`src/hw/rtl/pftq_pkg.sv`:
```
// Package: shared types, constants and pointer helpers of the PDU framer transmit queue.
`timescale 1ns / 1ps

package pftq_pkg;

    localparam int QUEUE_WORDS  = 256;
    localparam int ADDR_W       = $clog2(QUEUE_WORDS);
    localparam int WORD_W       = 16;
    localparam int SPACE_MARGIN = 4;
    localparam int SPACE_W      = ((ADDR_W > 9) ? ADDR_W : 9) + 1;
    localparam int WB_DEPTH     = 3;

    localparam logic [7:0]  XOFF_RESET   = 8'd160;
    localparam logic [7:0]  OPC_SEQ_MASK = 8'h1E;
    localparam logic [7:0]  OPC_PROTO    = 8'h10;
    localparam logic [7:0]  CK_MINUS_ONE = 8'hFF;
    localparam logic [15:0] LEN_FLAG     = 16'h8000;

    typedef logic [ADDR_W-1:0] t_ptr;
    typedef logic [WORD_W-1:0] t_word;

    typedef enum logic [1:0] {
        KIND_PUSH   = 2'd0,
        KIND_POP    = 2'd1,
        KIND_RESUME = 2'd2
    } t_kind;

    typedef enum logic [1:0] {
        CFG_QUEUE_DISABLED = 2'd0,
        CFG_TWO_OCTET      = 2'd1,
        CFG_XOFF_LEVEL     = 2'd2
    } t_cfg_idx;

    typedef struct packed {
        logic        pop_valid;
        logic [15:0] drop_total;
        logic        xon_status;
        logic        host_notify;
        logic        pdu_rejected;
        logic        byte_taken;
    } t_result;

    function automatic t_ptr ptr_inc(input t_ptr p);
        if (p == t_ptr'(QUEUE_WORDS - 1)) begin
            return '0;
        end
        return p + t_ptr'(1);
    endfunction

    function automatic t_ptr ptr_used(input t_ptr w, input t_ptr r);
        if (w >= r) begin
            return w - r;
        end
        return t_ptr'(QUEUE_WORDS + int'(w) - int'(r));
    endfunction

endpackage

```
`src/hw/rtl/pftq_ram.sv`:
```
// Ring word store: one write port, one read port with registered read data.
`timescale 1ns / 1ps

module pftq_ram (
    input  logic                  i_clk,
    input  logic                  i_we,
    input  pftq_pkg::t_ptr        i_waddr,
    input  pftq_pkg::t_word       i_wdata,
    input  logic                  i_re,
    input  pftq_pkg::t_ptr        i_raddr,
    output pftq_pkg::t_word       o_rdata
);
    import pftq_pkg::*;

    t_word r_mem [QUEUE_WORDS];
    t_word r_rdata;

    always_ff @(posedge i_clk) begin
        if (i_we) begin
            r_mem[i_waddr] <= i_wdata;
        end
    end

    always_ff @(posedge i_clk) begin
        if (i_re) begin
            r_rdata <= r_mem[i_raddr];
        end
    end

    assign o_rdata = r_rdata;

endmodule

```
`src/hw/rtl/pdu_framer_tx_queue_top.sv`:
```
// Top level: PDU framer writing framed words into the transmit ring, with pop and XON control.
// A result is registered and presented in the cycle after its item is accepted.
// Throughput: one item per cycle unless the output stalls, or one per queue word written when a
//   push writes more (up to three words), paced by the single write port of the ring store.
// A new item is taken while at most one word of the previous one is still to be written.
// Reset (synchronous, active low) clears pointers, counters, flags and config registers;
//   ring contents are undefined until written, with no clearing pass.
`timescale 1ns / 1ps

module pdu_framer_tx_queue_top (
    input  logic        i_clk,
    input  logic        i_rst_n,
    input  logic        s_axis_tvalid,
    output logic        s_axis_tready,
    input  logic [23:0] s_axis_tdata,   // pdu_byte[7:0], pdu_len[17:8], zero pad
    input  logic [2:0]  s_axis_tuser,   // kind[1:0], first_of_pdu[2]
    output logic        m_axis_tvalid,
    input  logic        m_axis_tready,
    output logic [39:0] m_axis_tdata,   // byte_taken[0], pdu_rejected[1], host_notify[2],
                                        // xon_status[3], drop_total[19:4], pop_word[35:20],
                                        // pop_valid[36], zero pad
    input  logic        i_cfg_we,
    input  logic [1:0]  i_cfg_idx,
    input  logic [7:0]  i_cfg_wdata
);
    import pftq_pkg::*;

    // config
    logic       r_disabled;
    logic       r_two_octet;
    logic [7:0] r_xoff_level;

    // framing state
    t_ptr        r_wptr, n_wptr;
    t_ptr        r_rptr, n_rptr;
    logic [2:0]  r_seq, n_seq;
    logic        r_xon, n_xon;
    logic [15:0] r_drop, n_drop;
    logic [9:0]  r_bidx, n_bidx;
    logic [9:0]  r_flen, n_flen;
    logic [7:0]  r_sum, n_sum;
    logic [7:0]  r_hbyte, n_hbyte;
    logic        r_hvalid, n_hvalid;
    logic        r_disc, n_disc;

    // pending writes
    t_word       r_wb_word [WB_DEPTH];
    t_ptr        r_wb_addr;
    logic [1:0]  r_wb_cnt;
    t_word       nw [WB_DEPTH];
    logic [1:0]  nk;

    // result
    logic        r_out_valid;
    t_result     r_res, n_res;
    logic        r_fwd;
    t_word       r_fwd_word;
    t_word       ram_rdata;
    logic        rd_en;

    logic        fire;
    t_kind       kind;
    logic [7:0]  in_byte;
    logic [9:0]  in_len, len_eff;
    logic        in_first;
    t_ptr        used;
    logic [SPACE_W-1:0] space_need;
    logic [7:0]  opc, hi, lo, s0, s1;
    logic [10:0] nlen;
    logic [9:0]  bidx1;
    t_ptr        p1, p2, p3;

    assign kind     = t_kind'(s_axis_tuser[1:0]);
    assign in_first = s_axis_tuser[2];
    assign in_byte  = s_axis_tdata[7:0];
    assign in_len   = s_axis_tdata[17:8];
    assign len_eff  = (in_len == 10'd0) ? 10'd1 : in_len;

    assign s_axis_tready = (!r_out_valid || m_axis_tready) && (r_wb_cnt <= 2'd1);
    assign fire          = s_axis_tvalid && s_axis_tready;

    assign used       = ptr_used(r_wptr, r_rptr);
    assign space_need = SPACE_W'(used) + SPACE_W'(len_eff[9:1]);
    assign p1         = ptr_inc(r_wptr);
    assign p2         = ptr_inc(p1);
    assign p3         = ptr_inc(p2);

    always_comb begin
        n_rptr   = r_rptr;
        n_seq    = r_seq;
        n_xon    = r_xon;
        n_drop   = r_drop;
        n_bidx   = r_bidx;
        n_flen   = r_flen;
        n_sum    = r_sum;
        n_hbyte  = r_hbyte;
        n_hvalid = r_hvalid;
        n_disc   = r_disc;
        n_res    = '0;
        rd_en    = 1'b0;
        nk       = 2'd0;
        for (int i = 0; i < WB_DEPTH; i++) begin
            nw[i] = '0;
        end
        opc   = (in_byte & ~OPC_SEQ_MASK) | {4'd0, r_seq, 1'b0} | (r_two_octet ? OPC_PROTO : 8'h00);
        nlen  = 11'(len_eff) + (r_two_octet ? 11'd3 : 11'd2);
        hi    = 8'((16'(nlen) | LEN_FLAG) >> 8);
        lo    = nlen[7:0];
        s0    = r_two_octet ? (hi + lo) : lo;
        s1    = s0 + opc;
        bidx1 = r_bidx + 10'd1;

        if (fire) begin
            unique case (kind)
                KIND_PUSH: begin
                    if (in_first) begin
                        n_bidx   = '0;
                        n_flen   = '0;
                        n_hvalid = 1'b0;
                        n_disc   = 1'b0;
                        if (r_disabled) begin
                            n_res.host_notify  = 1'b1;
                            n_res.pdu_rejected = 1'b1;
                            n_disc             = 1'b1;
                        end else begin
                            if (r_xon && (SPACE_W'(used) > SPACE_W'(r_xoff_level))) begin
                                n_xon             = 1'b0;
                                n_res.host_notify = 1'b1;
                            end
                            if (space_need >= SPACE_W'(QUEUE_WORDS - SPACE_MARGIN)) begin
                                n_drop             = r_drop + 16'd1;
                                n_res.host_notify  = 1'b1;
                                n_res.pdu_rejected = 1'b1;
                                n_disc             = 1'b1;
                            end else begin
                                n_seq            = r_seq + 3'd1;
                                n_flen           = len_eff;
                                n_res.byte_taken = 1'b1;
                                n_bidx           = 10'd1;
                                n_sum            = s1;
                                nw[0]            = t_word'(nlen);
                                if (r_two_octet) begin
                                    nw[1] = {lo, hi};
                                    if (len_eff == 10'd1) begin
                                        nw[2] = {s1 + CK_MINUS_ONE, opc};
                                        nk    = 2'd3;
                                    end else begin
                                        n_hbyte  = opc;
                                        n_hvalid = 1'b1;
                                        nk       = 2'd2;
                                    end
                                end else begin
                                    // upper length bits overlay the opcode octet
                                    nw[1] = {opc, 8'h00} | t_word'(nlen);
                                    if (len_eff == 10'd1) begin
                                        nw[2] = {8'h00, s1 + CK_MINUS_ONE};
                                        nk    = 2'd3;
                                    end else begin
                                        nk = 2'd2;
                                    end
                                end
                            end
                        end
                    end else if (!r_disc && (r_bidx < r_flen)) begin
                        n_res.byte_taken = 1'b1;
                        n_sum            = r_sum + in_byte;
                        n_bidx           = bidx1;
                        if (r_hvalid) begin
                            nw[0]    = {in_byte, r_hbyte};
                            n_hvalid = 1'b0;
                            if (bidx1 == r_flen) begin
                                nw[1] = {8'h00, n_sum + CK_MINUS_ONE};
                                nk    = 2'd2;
                            end else begin
                                nk = 2'd1;
                            end
                        end else if (bidx1 == r_flen) begin
                            nw[0]    = {n_sum + CK_MINUS_ONE, in_byte};
                            nk       = 2'd1;
                            n_hvalid = 1'b0;
                        end else begin
                            n_hbyte  = in_byte;
                            n_hvalid = 1'b1;
                        end
                    end
                end
                KIND_POP: begin
                    if (r_rptr != r_wptr) begin
                        n_res.pop_valid = 1'b1;
                        n_rptr          = ptr_inc(r_rptr);
                        rd_en           = 1'b1;
                    end
                end
                KIND_RESUME: begin
                    n_xon = 1'b1;
                end
                default: begin
                end
            endcase
        end
        n_res.xon_status = n_xon;
        n_res.drop_total = n_drop;
    end

    always_comb begin
        unique case (nk)
            2'd0:    n_wptr = r_wptr;
            2'd1:    n_wptr = p1;
            2'd2:    n_wptr = p2;
            default: n_wptr = p3;
        endcase
    end

    always_ff @(posedge i_clk) begin
        if (!i_rst_n) begin
            r_disabled   <= 1'b0;
            r_two_octet  <= 1'b0;
            r_xoff_level <= XOFF_RESET;
        end else if (i_cfg_we) begin
            unique case (t_cfg_idx'(i_cfg_idx))
                CFG_QUEUE_DISABLED: r_disabled   <= i_cfg_wdata[0];
                CFG_TWO_OCTET:      r_two_octet  <= i_cfg_wdata[0];
                CFG_XOFF_LEVEL:     r_xoff_level <= i_cfg_wdata;
                default: begin
                end
            endcase
        end
    end

    always_ff @(posedge i_clk) begin
        if (!i_rst_n) begin
            r_wptr      <= '0;
            r_rptr      <= '0;
            r_seq       <= '0;
            r_xon       <= 1'b1;
            r_drop      <= '0;
            r_bidx      <= '0;
            r_flen      <= '0;
            r_sum       <= '0;
            r_hbyte     <= '0;
            r_hvalid    <= 1'b0;
            r_disc      <= 1'b0;
            r_wb_cnt    <= '0;
            r_out_valid <= 1'b0;
        end else begin
            r_wptr   <= n_wptr;
            r_rptr   <= n_rptr;
            r_seq    <= n_seq;
            r_xon    <= n_xon;
            r_drop   <= n_drop;
            r_bidx   <= n_bidx;
            r_flen   <= n_flen;
            r_sum    <= n_sum;
            r_hbyte  <= n_hbyte;
            r_hvalid <= n_hvalid;
            r_disc   <= n_disc;
            if (fire && (nk != 2'd0)) begin
                r_wb_cnt <= nk;
            end else if (r_wb_cnt != 2'd0) begin
                r_wb_cnt <= r_wb_cnt - 2'd1;
            end
            if (fire) begin
                r_out_valid <= 1'b1;
            end else if (m_axis_tready) begin
                r_out_valid <= 1'b0;
            end
        end
    end

    // pending word buffer: load on a push, else shift one word out per cycle
    always_ff @(posedge i_clk) begin
        if (fire && (nk != 2'd0)) begin
            r_wb_addr <= r_wptr;
            for (int i = 0; i < WB_DEPTH; i++) begin
                r_wb_word[i] <= nw[i];
            end
        end else if (r_wb_cnt != 2'd0) begin
            r_wb_addr <= ptr_inc(r_wb_addr);
            for (int i = 0; i < WB_DEPTH - 1; i++) begin
                r_wb_word[i] <= r_wb_word[i+1];
            end
            r_wb_word[WB_DEPTH-1] <= '0;
        end
    end

    // result register; a pop hitting the word being written this cycle is forwarded
    always_ff @(posedge i_clk) begin
        if (fire) begin
            r_res      <= n_res;
            r_fwd      <= rd_en && (r_wb_cnt != 2'd0) && (r_wb_addr == r_rptr);
            r_fwd_word <= r_wb_word[0];
        end
    end

    pftq_ram u_ram (
        .i_clk   (i_clk),
        .i_we    (r_wb_cnt != 2'd0),
        .i_waddr (r_wb_addr),
        .i_wdata (r_wb_word[0]),
        .i_re    (rd_en),
        .i_raddr (r_rptr),
        .o_rdata (ram_rdata)
    );

    t_word pop_word;
    assign pop_word = !r_res.pop_valid ? '0 : (r_fwd ? r_fwd_word : ram_rdata);

    assign m_axis_tvalid = r_out_valid;
    assign m_axis_tdata  = {3'b000, r_res.pop_valid, pop_word, r_res.drop_total,
                            r_res.xon_status, r_res.host_notify, r_res.pdu_rejected,
                            r_res.byte_taken};

    a_held_in_frame: assert property (@(posedge i_clk) disable iff (!i_rst_n)
        r_hvalid |-> (!r_disc && (r_bidx < r_flen)))
        else $error("held octet outside an open frame");

    a_disc_no_frame: assert property (@(posedge i_clk) disable iff (!i_rst_n)
        r_disc |-> ((r_flen == 10'd0) && (r_bidx == 10'd0)))
        else $error("discarding with a frame still open");

    a_pop_result_clean: assert property (@(posedge i_clk) disable iff (!i_rst_n)
        (r_out_valid && r_res.pop_valid) |-> (!r_res.byte_taken && !r_res.pdu_rejected))
        else $error("pop result carries push flags");

    a_wb_drained: assert property (@(posedge i_clk) disable iff (!i_rst_n)
        fire |=> (r_wb_cnt <= 2'd3) && ($past(nk) == 2'd0 || r_wb_cnt == $past(nk)))
        else $error("pending word count lost");

endmodule
```
`config.mk`:
```
export PLATFORM = sky130hd
export DESIGN_NAME = pdu_framer_tx_queue_top
export DESIGN_NICKNAME = d
export VERILOG_FILES = /design/src/hw/rtl/pftq_pkg.sv /design/src/hw/rtl/pftq_ram.sv /design/src/hw/rtl/pdu_framer_tx_queue_top.sv
export SDC_FILE = /design/constraint.sdc
export NUM_CORES = 2
export LEC_CHECK = 0
export BUFFER_PORTS_ARGS = -buffer_cell sky130_fd_sc_hd__buf_4
export CORE_UTILIZATION = 45
export DETAILED_ROUTE_END_ITERATION = 10
export GPL_ROUTABILITY_DRIVEN = 0
export HOLD_SLACK_MARGIN = 0.02
export MAX_ROUTING_LAYER = met4
export PLACE_DENSITY_LB_ADDON = 0.3
export SYNTH_ARGS = -nofsm -noshare
export SYNTH_HDL_FRONTEND = slang
export SYNTH_MEMORY_MAX_BITS = 65536
export SYNTH_SLANG_ARGS = --single-unit
```
`constraint.sdc`:
```
create_clock -name i_clk -period 8.1 [get_ports i_clk]
set_input_delay 0.81 -clock i_clk [delete_from_list [all_inputs] [get_ports i_clk]]
set_output_delay 0.81 -clock i_clk [all_outputs]
set_load 0.005 [all_outputs]
```
=== Word-level counts from Yosys, hierarchy flattened ===
Memories as Yosys holds them, arrays and structs flattened. A register that Yosys moved wholly into a read port is not among the register bits.
Cells that the tools add are included.

* Word-level logic and storage cells: 226
* Output and inout port bits: 42
* Memories kept: 2
* Input port bits: 42
* RAM bits: 4,144
* Register bits: 133

{| class="wikitable"
|+ Memories
! memory !! words !! bits a word !! read ports !! clocked after Yosys merged registers in !! write ports !! RTL line !! RTL
|-
| u_ram.r_mem || 256 || 16 || 1 || 1 || 1 || pftq_ram.sv:15 || <nowiki>t_word r_mem [QUEUE_WORDS];</nowiki>
|-
| r_wb_word || 3 || 16 || 3 || 0 || 3 || pdu_framer_tx_queue_top.sv:47 || <nowiki>t_word r_wb_word [WB_DEPTH];</nowiki>
|}

* Bitwise logic cells: 8
* Muxes and demuxes: 117
* Add/subtract/negate cells: 19
* Reductions and logical operators: 29
* Eq/ne operators: 21
* Order comparisons: 5

{| class="wikitable"
|+ Operator list
! cell !! number
|-
| 16-bit two-way mux || 15
|-
| 8-bit two-way mux || 29
|-
| 32-bit two-way mux || 3
|-
| 48-bit two-way mux || 2
|-
| 43-bit two-way mux || 2
|-
| 10-bit two-way mux || 5
|-
| 1-bit two-way mux || 46
|-
| 8-bit by 1-bit adder with 8-bit output, second input constant || 5
|-
| 8-bit equality test, second input constant || 5
|-
| 8-bit adder || 3
|-
| 2-bit two-way mux || 12
|-
| 8-bit one-hot mux with 3 select lines || 1
|-
| 16-bit by 1-bit adder with 16-bit output, second input constant || 1
|-
| 8-bit adder, second input constant || 2
|-
| 16-bit by 11-bit OR with 16-bit output || 1
|-
| 8-bit subtractor || 2
|-
| 10-bit by 2-bit adder with 11-bit output || 1
|-
| 10-bit by 1-bit adder with 10-bit output, second input constant || 1
|-
| 8-bit by 9-bit adder with 10-bit output || 1
|-
| 10-bit by 1-bit equality test with 1-bit output, second input constant || 1
|-
| 10-bit equality test || 1
|-
| 10-bit by 8-bit >= comparator with 1-bit output, second input constant || 1
|-
| 10-bit logical NOT || 1
|-
| 10-bit less-than comparator || 1
|-
| 27 further kinds || 57
|}

=== Logic depth before layout (Yosys ltp) ===
* Depth in word-level cells: 16
* Mapped depth: 30

=== Cells and area by module ===
A second synthesis with hierarchy kept.

* Cells, all modules: 8,662
* Area total of the unflattened synthesis: 170,807.6 sq um

{| class="wikitable"
|+ By module, submodules not included
! module !! cells an instance !! sequential area each (sq um) !! area an instance (sq um) !! times used
|-
| pftq_ram || 7,360 || 123,478.4 || 158,874.9 || 1
|-
| pdu_framer_tx_queue_top || 1,302 || 4,564.4 || 11,932.7 || 1
|}

=== Worst setup path before layout ===
Ideal clock, no wire load.

* Path type: flip-flop to flip-flop
* From: reg r_rptr[1]
* To: reg r_wb_addr[0], enable pin
* Required time: 7.711 ns
* Setup slack: 2.304 ns
* Stages on the path, launching flop included: 24
* Clock period less this slack: 5.796 ns
* Arrival time: 5.406 ns
* Buffers on the path: 6
* Cell sequence: dfxtp_1 -> clkbuf_1 -> buf_2 -> clkbuf_1 -> clkbuf_1 -> buf_2 -> inv_1 -> ha_1 -> nor2b_1 -> o21ai_0 -> a21boi_0 -> o21a_1 -> nor2_1 -> o21bai_1 -> a21oi_1 -> xnor2_1 -> ha_1 -> nand4_1 -> a2111o_1 -> o2bb2ai_2 -> o211ai_2 -> o22ai_1 -> buf_2 -> or2_2

* Cells in the longest elaborated chain, start to end: 13
* Elaborated cells between the ends (all ways): 16

{| class="wikitable"
|+ RTL lines
! what !! RTL line !! RTL
|-
| from (decl) || pdu_framer_tx_queue_top.sv:35 || <nowiki>t_ptr r_rptr, n_rptr;</nowiki>
|-
| from (signal assigned) || pdu_framer_tx_queue_top.sv:247 || <nowiki>r_rptr <= n_rptr;</nowiki>
|-
| 8-bit subtractor or 8-bit >= comparator (tied branches) || pftq_pkg.sv:52, pftq_pkg.sv:51 ||
|-
| 8-bit two-way mux or 1-bit two-way mux (tied branches) || pftq_pkg.sv:51 || <nowiki>if (w >= r) begin</nowiki>
|-
| 8-bit two-way mux (*) || pftq_pkg.sv:54 || <nowiki>return t_ptr'(QUEUE_WORDS + int'(w) - int'(r));</nowiki>
|-
| 8-bit by 9-bit adder with 10-bit output (*) || pdu_framer_tx_queue_top.sv:83 || <nowiki>assign space_need = SPACE_W'(used) + SPACE_W'(len_eff[9:1]);</nowiki>
|-
| 10-bit by 8-bit >= comparator with 1-bit output (*) || pdu_framer_tx_queue_top.sv:130 || <nowiki>if (space_need >= SPACE_W'(QUEUE_WORDS - SPACE_MARGIN)) begin</nowiki>
|-
| 2-bit two-way mux (*) || pdu_framer_tx_queue_top.sv:130 ||
|-
| 2-bit two-way mux (*) || pdu_framer_tx_queue_top.sv:121 || <nowiki>if (r_disabled) begin</nowiki>
|-
| 2-bit two-way mux (*) || pdu_framer_tx_queue_top.sv:116 || <nowiki>if (in_first) begin</nowiki>
|-
| 2-bit two-way mux (*) || pdu_framer_tx_queue_top.sv:114 || <nowiki>unique case (kind)</nowiki>
|-
| 2-bit two-way mux (*) || pdu_framer_tx_queue_top.sv:113 || <nowiki>if (fire) begin</nowiki>
|-
| 2-bit nonzero test (*) || pdu_framer_tx_queue_top.sv:272 || <nowiki>if (fire && (nk != 2'd0)) begin</nowiki>
|-
| 1-bit logical AND (*) || pdu_framer_tx_queue_top.sv:272 ||
|-
| 2-bit nonzero test (no line) (*) || - ||
|-
| to (signal assigned) || pdu_framer_tx_queue_top.sv:273 || <nowiki>r_wb_addr <= r_wptr;</nowiki>
|-
| to (signal assigned) || pdu_framer_tx_queue_top.sv:278 || <nowiki>r_wb_addr <= ptr_inc(r_wb_addr);</nowiki>
|-
| to (decl) || pdu_framer_tx_queue_top.sv:48 || <nowiki>t_ptr r_wb_addr;</nowiki>
|}

Mark *: on every way between the ends. The rest lies on a longest branch, timed or not. The select of a mux whose other input is x is not followed.
A chain may end at the register's enable or synchronous reset.

==> flow_summary.ini <==
[power]
p_switching_uw = 13210
power_frac_clock = 0.359
ir_worst_vdd_mv = 0.3557
power.density_nw_per_um2 = 277.8
intPower_uw = 39520
p_sw_frac = 0.2504
power_frac_seq = 0.539
p_total_uw = 52730
power_leakage_uw = 0.05798
comb_power_share = 0.102

[synth]
synth_edf_count = 4206
synthSimpleGateAreaFrac = 0.02248
synth_top_area_share = 0.7496
yosys.area.top_type = edfxtp_1
synth_adder_area_share = 0.005941
ys_warn_count = 0
synth_xor_area_frac = 0.005176
synth_flop_cell = edfxtp_1
synth_seq_cells = 4293
ys_types = 81
synth.cell_area_um2 = 168500
synth-seq-area-share = 0.7600
synth_mux_area_frac = 0.1742
syn_avg_cell_area_um2 = 22.12
synth_top_family_by_area = multiplexers
synthArstFlopShare = 0
synth_compound_area_frac = 0.01901
synth_area_leaders = edfxtp_1, mux4_2, dfxtp_1
netlist_instances = 7617

[global_routing]
antenna_found_initial = 18
grt_start_max_net_pins = 239
grt_pass1_vias = 81450
grt.total_usage = 0.2246
grt_pass1_wl_um = 590600
overflow = 0

[cells_and_area]
final_common_cell = edfxtp_1
area_growth_pct = 12.66
layout.nets = 8157
drive_gt1_frac = 0.2852
num-fill-cells = 28810
final_cell_mix = edfxtp_1, mux4_2, clkbuf_16, buf_4, nor2_1

[placed_design]
dp_worst_setup_slack_ps = 1472
io_buffers = 74
dp_hpwl_um = 234000

[worst_setup_path]
path_max_fanout = 37
crit_type = reg2reg
start_kind = flip-flop
cp-end-kind = flip-flop
crit_required_ps = 8720
worstRegToRegCells = 18
critPathArrivalTime_ps = 7430

[timing]
slew_headroom = -0.08170
worst_slack_ps = 1287
timing.final.crit_period_ps = 6813
clock.fmax_ghz = 0.1468
rsz0062_at_grt = no
worst_pin_slew_ps = 1623
skew_ps = 87.44
finalSetupViolations = 0
hold_viol = 0
fin_crit_sh = 0.8411
tns_ps = 0
report.final.slew_viol_count = 112

[detailed_routing]
drtAntennaViolNets = 0
finalWirelength_um = 411800
first_iter_violations = 9631
num_vias = 80410
drcViolationCount = 38
wl_per_cell_um = 30.82
routed_via_density = 6.018
drt-pass1-iter-count = 9

[clocking]
cts_tree = yes
cts_resized = 0
cts_buffers = 425
clkTransAtPathRegs_ps = 60
clock-sinks = 4293
htreeDepth = 5
clock_latency_ps = 980
clockBufferDepth = 4
cts_root_buf = clkbuf_16
hold_buffers = 0
post_cts_buffers = 0

[floorplan]
design.core.area_um2 = 372500
ios = 84
num_rows = 224
fp.dieH_um = 613.9
die_x_um = 613.9
design.die.area_um2 = 376800
start_util = 0.4523

[status]
violations = design-rule violations, max-slew violations
status = finished with violations

[job]
maxCapViolCount = 0

[hold_path]
whs_path_depth = 3
hold_class = in2reg
## per-layer routing
layer | vias to the layer above | track usage | part of all wire
li1 | 32970 | - | -
met1 | 43330 | 0.3058 | 0.40
met2 | 3535 | 0.3500 | 0.48
met3 | 582 | 0.04359 | 0.085
met4 | 0 | 0.05995 | 0.028
met5 | - | - | 0
## kinds of logic after synthesis
family | count (synthesis)
buffers and inverters | 513
DFF | 4293
adders and majority gates | 77
and+or+nand+nor | 852
muxes | 1332
other | 1
AOI/OAI and AO/OA | 451
xor gates and xnor gates | 98
## final timing paths
kind	from	to	slack (ps)
setup / recovery	r_rptr[1]	r_wb_word[0][45]	1290
hold / removal	i_cfg_wdata[6]	r_xoff_level[6]	90
setup reg to reg	r_rptr[1]	r_wb_word[0][45]	1290
hold reg to reg	r_hbyte[0]	r_hbyte[0]	470
## power groups by stage
stage / clock network, uW / logic (uW) / registers, uW
after floorplan: 0 / 1120 / 30800
after CTS: 19200 / 5390 / 28400
after global placement: 0 / 5000 / 28800
after detailed placement: 0 / 5390 / 28800
final: 18900 / 5380 / 28400
after global routing: 20100 / 5740 / 28400
## state kept, by name, indices dropped and copies added, names as in the netlist, 10 cells and up
register / flops
u_ram.r_mem: 4096
r_wb_word: 48
m_axis_tdata: 21
r_drop: 16
r_fwd_word: 16
u_ram.o_rdata: 16
r_bidx: 10
r_flen: 10
## per-stage QoR
| step | utilization | instances | cell area (um2) | hold slack, ps |
|---|---|---|---|---|
| 4_1_cts | 0.5095 | 13360 | 189800 | 23.49 |
| 5_1_grt | 0.5096 | 13360 | 189800 | 86.61 |
| 3_3_place_gp | 0.4738 | 12580 | 176500 | 445.0 |
| 3_5_place_dp | 0.4738 | 12580 | 176500 | 456.5 |
| 2_1_floorplan | - | 7619 | 168500 | 434.4 |
| 6_report | 0.5096 | 13360 | 189800 | 94.98 |
## cells in the mapped netlist, types with 11 or more instances
master	count
nand3_1	74
edfxtp_1	4206
a221oi_1	27
a31oi_1	16
and2_1	24
a21oi_1	96
dfxtp_1	87
nor2b_1	34
nand2_1	181
xor2_1	41
a211oi_1	12
o221ai_1	14
o31ai_1	11
buf_4	15
xnor2_1	56
ha_1	72
nor3_1	39
inv_1	69
mux4_2	1280
buf_2	118
o21ai_0	52
nand4_1	23
o21a_1	17
mux2i_1	50
nor2_1	399
a32oi_1	12
buf_6	12
or3_1	13
nand2b_1	17
a22o_1	33
and3_1	15
buf_1	50
a22oi_1	75
clkbuf_1	242
## layout make-up
class	instances	area (um2)	share of cell area
Multi-Input combinational cell	2813	38450	0.2026
Clock buffer	523	11070	0.05831
Clock inverter	251	2262	0.01192
Antenna cell	5	12.51	0.00006592
Inverter	76	292.8	0.001543
Timing Repair Buffer	429	3446	0.01815
Tap cell	4972	6221	0.03278
Sequential cell	4293	128100	0.6747
## worst max-delay path, stage by stage, from the launching register on
cell and delay [ps]:
dfxtp_4 790, inv_1 210, ha_1 340, nor2b_1 140, o21ai_0 230, a21boi_0 160, o21a_1 190, nor2_1 180
o21bai_1 90, a21oi_1 190, xnor2_1 140, ha_1 390, nand4_1 110, a2111o_1 410, o2bb2ai_2 250, o211ai_2 320
o22ai_2 990, or2_2 880, buf_4 420
No activity file was read; power rests on OpenSTA's default activity.
